[config.mk]
export PLATFORM = sky130hd
export DESIGN_NAME = pmte_fifo
export DESIGN_NICKNAME = d
export VERILOG_FILES = /design/src/rtl/core/pmte_pkg.sv /design/src/rtl/core/pmte_fifo.sv
export SDC_FILE = /design/constraint.sdc
export NUM_CORES = 1
export LEC_CHECK = 0
export ABC_AREA = 1
export BUFFER_PORTS_ARGS = -buffer_cell sky130_fd_sc_hd__buf_2
export CELL_PAD_IN_SITES_DETAIL_PLACEMENT = 1
export CELL_PAD_IN_SITES_GLOBAL_PLACEMENT = 1
export CORE_MARGIN = 2
export CORE_UTILIZATION = 40
export CTS_CLUSTER_SIZE = 24
export DETAILED_ROUTE_END_ITERATION = 10
export GPL_TIMING_DRIVEN = 0
export HOLD_SLACK_MARGIN = 0.02
export PLACE_DENSITY_LB_ADDON = 0.08
export SETUP_SLACK_MARGIN = 0.05
export SYNTH_ARGS = -nofsm -noshare
export SYNTH_HDL_FRONTEND = slang
export SYNTH_SLANG_ARGS = --single-unit
[constraint.sdc]
create_clock -name i_clk -period 4.28 [get_ports i_clk]
set_clock_uncertainty 0.1 [all_clocks]
set_input_delay 0 -clock i_clk [delete_from_list [all_inputs] [get_ports i_clk]]
set_output_delay 0 -clock i_clk [all_outputs]
set_load 0.01 [all_outputs]
[src/rtl/core/pmte_pkg.sv]
// Shared types and constants for the per-module timestamp extender.
`default_nettype none
package pmte_pkg;

    // Field widths of one frame header and of one result.
    localparam int CTR_W  = 32;
    localparam int MOD_W  = 5;
    localparam int SECS_W = 64;
    localparam int TIME_W = 64;

    // Number of tracked modules.
    localparam int MODULES = 32;

    // 62500000 ticks per second is 1953125 shifted left by five.
    localparam int            TICK_SHIFT = 5;
    localparam logic [20:0]   TICK_ODD   = 21'd1953125;

    // Packed stream and register port widths.
    localparam int S_TDATA_W = 104;
    localparam int M_TDATA_W = 64;
    localparam int APB_AW    = 3;
    localparam int APB_DW    = 32;

    // Register indexes, decoded from paddr[2].
    localparam logic REG_ROLLOVER    = 1'b0;
    localparam logic REG_SYNC_PERIOD = 1'b1;

    // Queue between the front and back parts.
    localparam int FIFO_DEPTH = 4;
    localparam int FIFO_AW    = 2;

    // One classified frame on its way to the back part.
    typedef struct packed {
        logic [CTR_W-1:0]  ctr;
        logic [MOD_W-1:0]  mod;
        logic [TIME_W-1:0] scaled;   // system_seconds * 62500000, wrapped
    } t_item;

endpackage : pmte_pkg
`default_nettype wire

[src/rtl/core/pmte_fifo.sv]
// Short queue of classified frames between the front and back parts.
`default_nettype none
module pmte_fifo (
    input  wire logic        i_clk,
    input  wire logic        i_rst_n,
    input  wire logic        i_push,
    input  pmte_pkg::t_item  i_item,
    output logic             o_full,
    input  wire logic        i_pop,
    output pmte_pkg::t_item  o_item,
    output logic             o_empty
);
    import pmte_pkg::*;

    t_item               r_mem [FIFO_DEPTH];
    logic [FIFO_AW-1:0]  r_wr;
    logic [FIFO_AW-1:0]  r_rd;
    logic [FIFO_AW:0]    r_count;

    assign o_full  = (r_count == (FIFO_AW+1)'(FIFO_DEPTH));
    assign o_empty = (r_count == '0);
    assign o_item  = r_mem[r_rd];

    always_ff @(posedge i_clk) begin
        if (!i_rst_n) begin
            r_wr    <= '0;
            r_rd    <= '0;
            r_count <= '0;
        end else begin
            if (i_push) begin
                r_wr <= r_wr + 1'b1;
            end
            if (i_pop) begin
                r_rd <= r_rd + 1'b1;
            end
            if (i_push && !i_pop) begin
                r_count <= r_count + 1'b1;
            end else if (i_pop && !i_push) begin
                r_count <= r_count - 1'b1;
            end
        end
    end

    always_ff @(posedge i_clk) begin
        if (i_push) begin
            r_mem[r_wr] <= i_item;
        end
    end

endmodule : pmte_fifo
`default_nettype wire

# Yosys cells after proc, flatten, opt, wreduce, memory -nomap -nowiden
# Memories as Yosys holds them, arrays and structs flattened. A register that Yosys moved wholly into a read port is not among the register bits.
# Cells that the tools add are included.
op_classes:
  addsub: 4
  n_eq_ne: 1
  n_mux: 6
  n_reduce_logical: 6
op_table:
  columns: ["op", "n"]
  rows:
  - ["$mux 3", 2]
  - ["$add 2x1->2 const B", 2]
  - ["$mux 2", 2]
  - ["$add 3x1->3 const B", 1]
  - ["$eq 3x3->1 const B", 1]
  - ["$logic_not 3->1", 1]
  - ["$sub 3x1->3 const B", 1]
  - ["$logic_and 1x1->1", 2]
  - ["$logic_not 1->1", 2]
  - ["$mux 1", 2]
  - ["$reduce_bool 2->1", 1]
totals:
  regBits: 7
  mem_bits_rw: 404
  word_cells: 21
  mem_count: 1
memory_table:
  columns: ["name", "depth", "word_bits", "rd", "rd_ports_with_merged_regs", "wr", "line", "source"]
  rows:
  - ["r_mem", 4, 101, 1, 1, 1, "pmte_fifo.sv:15", "t_item r_mem [FIFO_DEPTH];"]

# Longest topological paths before layout
# Gate-level depths: netlist of run 1.
depth:
  depth_word: 4
  ltp_mapped: 10
  mapped_depth_nobuf: 10

# Worst setup path before layout of run 1
# Ideal clock, no wire load.
synth_path:
  path_type: "register -> register"
  from: "register r_wr[0]"
  to: "memory r_mem[2][0] (netlist name), enable pin"
  arrival_time_ns: 2.539
  t_required_ns: 3.726
  setup_slack_ns: 1.187
  path_stages_with_launch: 5
  period_less_slack_ns: 3.093
  path_cell_list: "dfxtp_1 > inv_1 > ha_1 > nand2_1 > inv_1"
synth_rtl:
  columns: ["element", "line", "source"]
  rows:
  - ["from (decl)", "pmte_fifo.sv:16", "logic [FIFO_AW-1:0] r_wr;"]
  - ["from (signal assigned)", "pmte_fifo.sv:31", "r_wr <= r_wr + 1'b1;"]
  - ["to (decl)", "pmte_fifo.sv:15", null]
# No word-level cell before the write port.

# Worst setup path after layout of run 1
layout_path:
  from: "input i_pop"
  to: "register r_count[2]"
layout_via:
  elab_chain_len: 3
layout_lines:
  columns: ["element", "line", "source"]
  rows:
  - ["from (decl)", "pmte_fifo.sv:9", "input wire logic i_pop,"]
  - ["$logic_not 1->1", "pmte_fifo.sv:36", "if (i_push && !i_pop) begin"]
  - ["$logic_and 1x1->1", "pmte_fifo.sv:36", null]
  - ["$mux 3 / $reduce_bool 2->1 (equally long branches)", null, null]
  - ["to (signal assigned)", "pmte_fifo.sv:37", "r_count <= r_count + 1'b1;"]
  - ["to (signal assigned)", "pmte_fifo.sv:39", "r_count <= r_count - 1'b1;"]
  - ["to (decl)", "pmte_fifo.sv:18", "logic [FIFO_AW:0] r_count;"]
# Several ways; a longest one is shown, not always the timed one.
# A chain may end at the register's enable or synchronous reset.

==> qor.yml, run 1 <==
run_status:
  status: "complete, no violations"
yosys:
  synth_mux_area_share_pct: 0
  synth_top_family_by_area: "compound AO/OA/AOI/OAI gates"
  synthXorXnorAreaFrac_pct: 0
  syn_inst: 1035
  synth_nets: 1146
  yosys.area.top_type: "edfxtp_1"
  synthAdderAreaFrac_pct: 0.509
  syn_area_um2: 16200
  synthDistinctLibCells: 22
  synthTopCellsByArea: "edfxtp_1 (75%), o22ai_2 (6.2%), o21ai_0 (3.9%)"
  syn_avg_cell_area_um2: 15.7
  ys_seq_area_share_pct: 75.9
  yosys.area_share.simple_pct: 6.37
  yosys_warnings: 0
  synth_top_area_share_pct: 74.8
  ys_ff_latch: 413
  synth_compound_area_share_pct: 13.5
floorplanning:
  die-area_um2: 42200
  core-area_um2: 39800
  pin_count: 208
  die_x_um: 205
  rows: 73
  initial_core_util_pct: 40.7
  die_y_um: 205
cts:
  cts_tree: "yes"
  cts_root_buffer: "clkbuf_16"
  tritoncts.num_buffers: 45
  cts.repair.resized: 0
  ctsLongestPathBuffers: 3
  cts_hold_buf: 106
  cts_sinks: 413
  clkLatencyLatePin_ps: 570
  path_clk_slew_ps: 60
  post-cts-setup-buffers: 0
  htreeDepth: 2
grt:
  grt_pass1_vias: 10702
  antenna_found_initial: 2
  overflow: 0
  grt_pass1_wl_mm: 62.2
  gr-usage-all-layers_pct: 19.9
  grt_max_degree: 78
drt:
  ant_nets: 0
  initialDrtViolationCount: 488
  routed_wl_mm: 41.4
  dr.pass1.iters: 4
  vias: 9913
  drc: 0
  vias_per_cell: 5.08
  post_drt_wl_per_cell_um: 21.2
sta:
  rsz0062_at_grt: "false"
  finalSetupViolations: 0
  period_minus_slack_ps: 2400
  fin_crit_sh_pct: 56.0
  tns_ps: 0
  hold_violations: 0
  max_freq_ghz: 0.417
  relSlewSlack_pct: 58.7
  final_max_slew_viol_count: 0
  hold_ws_ps: 74.3
  worstMarginPinSlew_ps: 619
layout:
  area_delta_synth_final_pct: 25.9
  stdcell_count: 1953
  fin_nets: 1510
  drive_gt1_share_pct: 34.0
critical_path:
  required_ps: 4690
  path_class: "in -> reg"
  cp.arrival_ps: 2810
  end_kind: "flip-flop"
  startpoint_type: "input port"
  crit_fanout: 3
placed_design:
  io_buffers: 207
  place_hpwl_mm: 23.9
  routabilityCongestion: 0.722
  placed_cells: 1771
power_and_ir_drop:
  vdd_drop_max_uv: 342
  power_per_cell_area_nw_per_um2: 455
  leakage_nw: 7.21
  power_mw: 9.30
job:
  maxCapViolations: 0
hold_path:
  hold_path_class: "in -> reg"
## logic make-up (layout without fill, tap and decap cells)
kind of cell	count (synthesis)	after routing
fa+ha+maj	6	6
simple gates	220	220
buf+inv	83	474
other cells	0	2
flops	413	413
compound gates	313	313
## path summary, 6_finish.rpt
path	cells past startpoint	start	slack, ps	end
setup / recovery	13	i_pop	1880	r_count[2]
hold / removal	2	i_item[4]	70	r_mem[0][4]
setup reg to reg	8	r_count[0]	1890	r_count[2]
hold reg to reg	1	r_rd[1]	370	r_rd[1]
## area by class of cell
| cell class | instances | area [um2] |
|---|---|---|
| inverters | 17 | 83.8 |
| plain buffers | 66 | 527 |
| flip-flops and latches | 413 | 12300 |
| clock inverters | 15 | 93.8 |
| clock buffers | 59 | 1220 |
| multi-input cells | 539 | 3310 |
| repair buffers | 317 | 2210 |
| well taps | 525 | 657 |
| diodes | 2 | 5.00 |
| fillers | 3996 | 19400 |
## placed cells by master (no fill, tap or decap), types with 11 or more instances in the layout
master,n
edfxtp_1,404
buf_2,238
nor2_1,127
o21ai_0,126
dlygate4sd3_1,106
o21ai_1,82
nor2_2,80
o22ai_2,80
clkbuf_16,47
clkbuf_1,24
o22ai_1,21
inv_1,11
buf_6,11
## report_power, final
| part | total, mW | leakage (nW) | switching (mW) | internal, mW |
|---|---|---|---|---|
| combinational | 1.08 | 2.78 | 0.659 | 0.425 |
| sequential | 4.67 | 3.79 | 0.0485 | 4.63 |
| clock | 3.54 | 0.644 | 1.49 | 2.05 |
## registers in the layout, indices dropped and copies added, names as in the netlist, named ones only
signal,count
r_count,3
r_wr,2
r_mem,404
r_rd,2
## synthesized netlist by cell type
master	n
a21oi_1	4
buf_12	9
buf_2	31
buf_4	3
buf_6	11
clkbuf_1	12
dfxtp_1	9
edfxtp_1	404
fa_1	1
ha_1	5
inv_1	15
inv_2	2
nand2_1	9
nand3_1	1
nand4_1	1
nor2_1	127
nor2_2	80
nor3_1	2
o21ai_0	126
o21ai_1	82
o22ai_1	21
o22ai_2	80
## stage by stage
| stage | area (um2) | utilization, % | setup WS, ps |
|---|---|---|---|
| after floorplan | 16200 | - | 1190 |
| after global placement | 17900 | 45.0 | -853 |
| after detailed placement | 18000 | 45.3 | 2210 |
| after CTS | 20400 | 51.3 | 1900 |
| after global routing | 20400 | 51.3 | 1740 |
| final | 20400 | 51.3 | 1880 |
## per-layer routing
metal	vias to the layer above	GRT usage, %	routed length, um
li1	4635	-	-
met1	5032	25.8	18200
met2	198	34.0	20500
met3	48	4.13	1880
met4	0	5.34	802
met5	-	0	0
## critical path: stages
cell and delay [ps]:
dlygate4sd3_1 530, buf_2 150, inv_1 60, ha_1 180
inv_1 80, fa_1 380, inv_1 60, nand2_1 60
nand4_1 80, nand2_1 50, dlygate4sd3_1 560, nor2_1 80
dlygate4sd3_1 540
Power figures use the tool's default switching activity.
==> run 2: changes to the inputs <==
==> constraint.sdc (replaced) <==
create_clock -name i_clk -period 2 [get_ports i_clk]
set_clock_uncertainty 0.1 [all_clocks]
set_input_delay 0 -clock i_clk [delete_from_list [all_inputs] [get_ports i_clk]]
set_output_delay 0 -clock i_clk [all_outputs]
set_load 0.01 [all_outputs]
==> run 2 against run 1 <==
Sequential share of layout area fell by 3.6 points. Final area increased by 6.3%. Wire length is 6.2% higher. Largest power group unchanged. Setup slack worse by 1900 ps. Clock-buffer cell count up 3. Die area did not move. Clock power is 120% higher. First-iteration DRC count fell by 5.7%. Via count up 2.4%. Total power rose by 120%. Register-to-register slack worse by 1700 ps.
==> qor.yml, run 2 (synthesized netlist as in run 1, its figures left out) <==
run_status:
  status: "complete, no violations"
floorplanning:
  die_y_um: 205
  initial_core_util_pct: 40.7
  pin_count: 208
  die_x_um: 205
  die-area_um2: 42200
  core-area_um2: 39800
  rows: 73
critical_path:
  path_buf_inv: 5
  reg2reg_to: "r_mem[0][52]"
  crit_family: "buffers and inverters"
  r2r_slack_ps: 160
  reg2reg_depth: 5
  startpoint_type: "flip-flop"
  end_kind: "output port"
  path_class: "reg -> out"
  rr_startpoint: "r_wr[0]"
  cp_slowest_cell: "dfxtp_4"
  cp.arrival_ps: 1890
  cp_slowest_stage_delay_ps: 380
  required_ps: 1900
  crit_fanout: 5
  crit_chain: "buf_12 -> buf_12 -> clkbuf_16 -> clkbuf_16 -> nor2_4 -> o22ai_2 -> buf_2"
layout:
  largest_register: "r_mem"
  mostFrequentLayoutCell: "edfxtp_1"
  top_regs: "r_mem x404, r_count x3"
  largest_reg_flops: 404
  area_delta_synth_final_pct: 33.9
  nFillCells: 3882
  post-route-util_pct: 54.5
  mostFrequentLayoutCells: "edfxtp_1 (404), buf_2 (189), nor2_1 (127)"
  fin_area_um2: 21700
  drive_gt1_share_pct: 37.4
  fin_nets: 1539
cts:
  clkLatencyLatePin_ps: 560
  ctsLongestPathBuffers: 3
  path_clk_slew_ps: 60
  tritoncts.num_buffers: 45
  cts_sinks: 413
  cts_tree: "yes"
  htreeDepth: 2
  cts_root_buffer: "clkbuf_16"
sta:
  worstMarginPinSlew_ps: 584
  hold_violations: 0
  tns_ps: 0
  hold_ws_ps: 81.2
  fin_crit_sh_pct: 99.5
  period_minus_slack_ps: 1990
  relSlewSlack_pct: 60.8
  final_max_slew_viol_count: 0
  finalSetupViolations: 0
  max_freq_ghz: 0.503
  rsz0062_at_grt: "true"
drt:
  highest_layer: "met5"
  wl_met2_mm: 21.9
  initialDrtViolationCount: 460
  vias: 10148
  dr.pass1.iters: 5
  route.met3.wl_mm: 2.16
  drc: 0
  post_drt_wl_per_cell_um: 22.1
  routedLengthMet1_mm: 19.2
  routed_wl_mm: 44.0
  ant_nets: 0
  vias_per_cell: 5.10
placed_design:
  dpl-instance-area_um2: 18200
  place_hpwl_mm: 25.8
  io_buffers: 207
  routabilityCongestion: 0.721
hold_path:
  hp-start: "i_item[13]"
  hold_end: "r_mem[0][13]"
  hold_path_class: "in -> reg"
  holdPathStages: 2
grt:
  antenna_found_initial: 4
  overflow: 0
  grt_pass1_wl_mm: 64.4
  gr-usage-all-layers_pct: 20.7
  grt_max_degree: 33
  grt_pass1_vias: 10673
job:
  maxCapViolations: 0
power_and_ir_drop:
  vdd_drop_max_uv: 879
  leakage_nw: 7.64
  power_per_cell_area_nw_per_um2: 952
run 2: changes by cell type in the layout (fill, tap and decap cells not counted), moves of 9 or more:
| cell | previous run | this run |
|---|---|---|
| clkbuf_1 | 24 | 15 |
| buf_6 | 11 | 29 |
| o21ai_0 | 126 | 81 |
| buf_12 | 9 | 26 |
| buf_4 | 3 | 32 |
| nor2_4 | 0 | 62 |
| o21ai_1 | 82 | 126 |
| nor2_2 | 80 | 18 |
| buf_2 | 238 | 189 |
run 2: where the power goes:
part	switching, mW	total [mW]	internal, mW	leakage (nW)
registers	0.134	10.0	9.90	3.79
logic	1.54	2.74	1.20	3.18
clock network	3.24	7.90	4.67	0.673
run 2: stage by stage:
step                      instances  power, mW  worst slack [ps]
final                          1989       20.7              10.0
after global routing           1988       21.4             -54.6
after CTS                      1981       20.8             -62.0
after detailed placement       1779       12.4              -247
after global placement         1767       12.4             -2150
after floorplan                1035       11.4              -578
run 2: what timing repair did:
action	CTS	global route
gates cloned	10	4
pin swaps	33	72
setup buffers	7	1
gates resized for setup	148	97
hold endpoints to repair	413	0
hold buffers	105	0
endpoints found under the setup margin	443	194
run 2: area by class of cell:
cell class	count	area, um2	share of cell area [%]
Tap cell	525	657	3.03
Timing Repair Buffer	342	2780	12.8
Timing Repair inverter	4	27.5	0.127
Multi-Input combinational cell	539	3660	16.9
Antenna cell	3	7.51	0.0346
Clock inverter	18	155	0.715
Buffer	66	795	3.66
Clock buffer	62	1230	5.68
Inverter	17	78.8	0.363
Sequential cell	413	12300	56.8
run 2: worst max path at each step:
stage	end	slack (ps)	cells after the start	start
after detailed placement	r_mem[3][34]	-250	5	r_wr[0]
final	o_item[53]	10	7	flip-flop
after global placement	r_mem[0][34]	-2150	4	r_wr[0]
after global routing	o_item[64]	-50	7	flip-flop
after floorplan	r_mem[0][0]	-580	4	r_wr[0]
after CTS	o_item[9]	-60	7	flip-flop
run 2: routing by layer:
| metal | GRT usage, % | vias up |
|---|---|---|
| met5 | 0 | - |
| met1 | 27.0 | 5176 |
| li1 | - | 4723 |
| met4 | 4.42 | 2 |
| met2 | 35.4 | 195 |
| met3 | 4.91 | 52 |
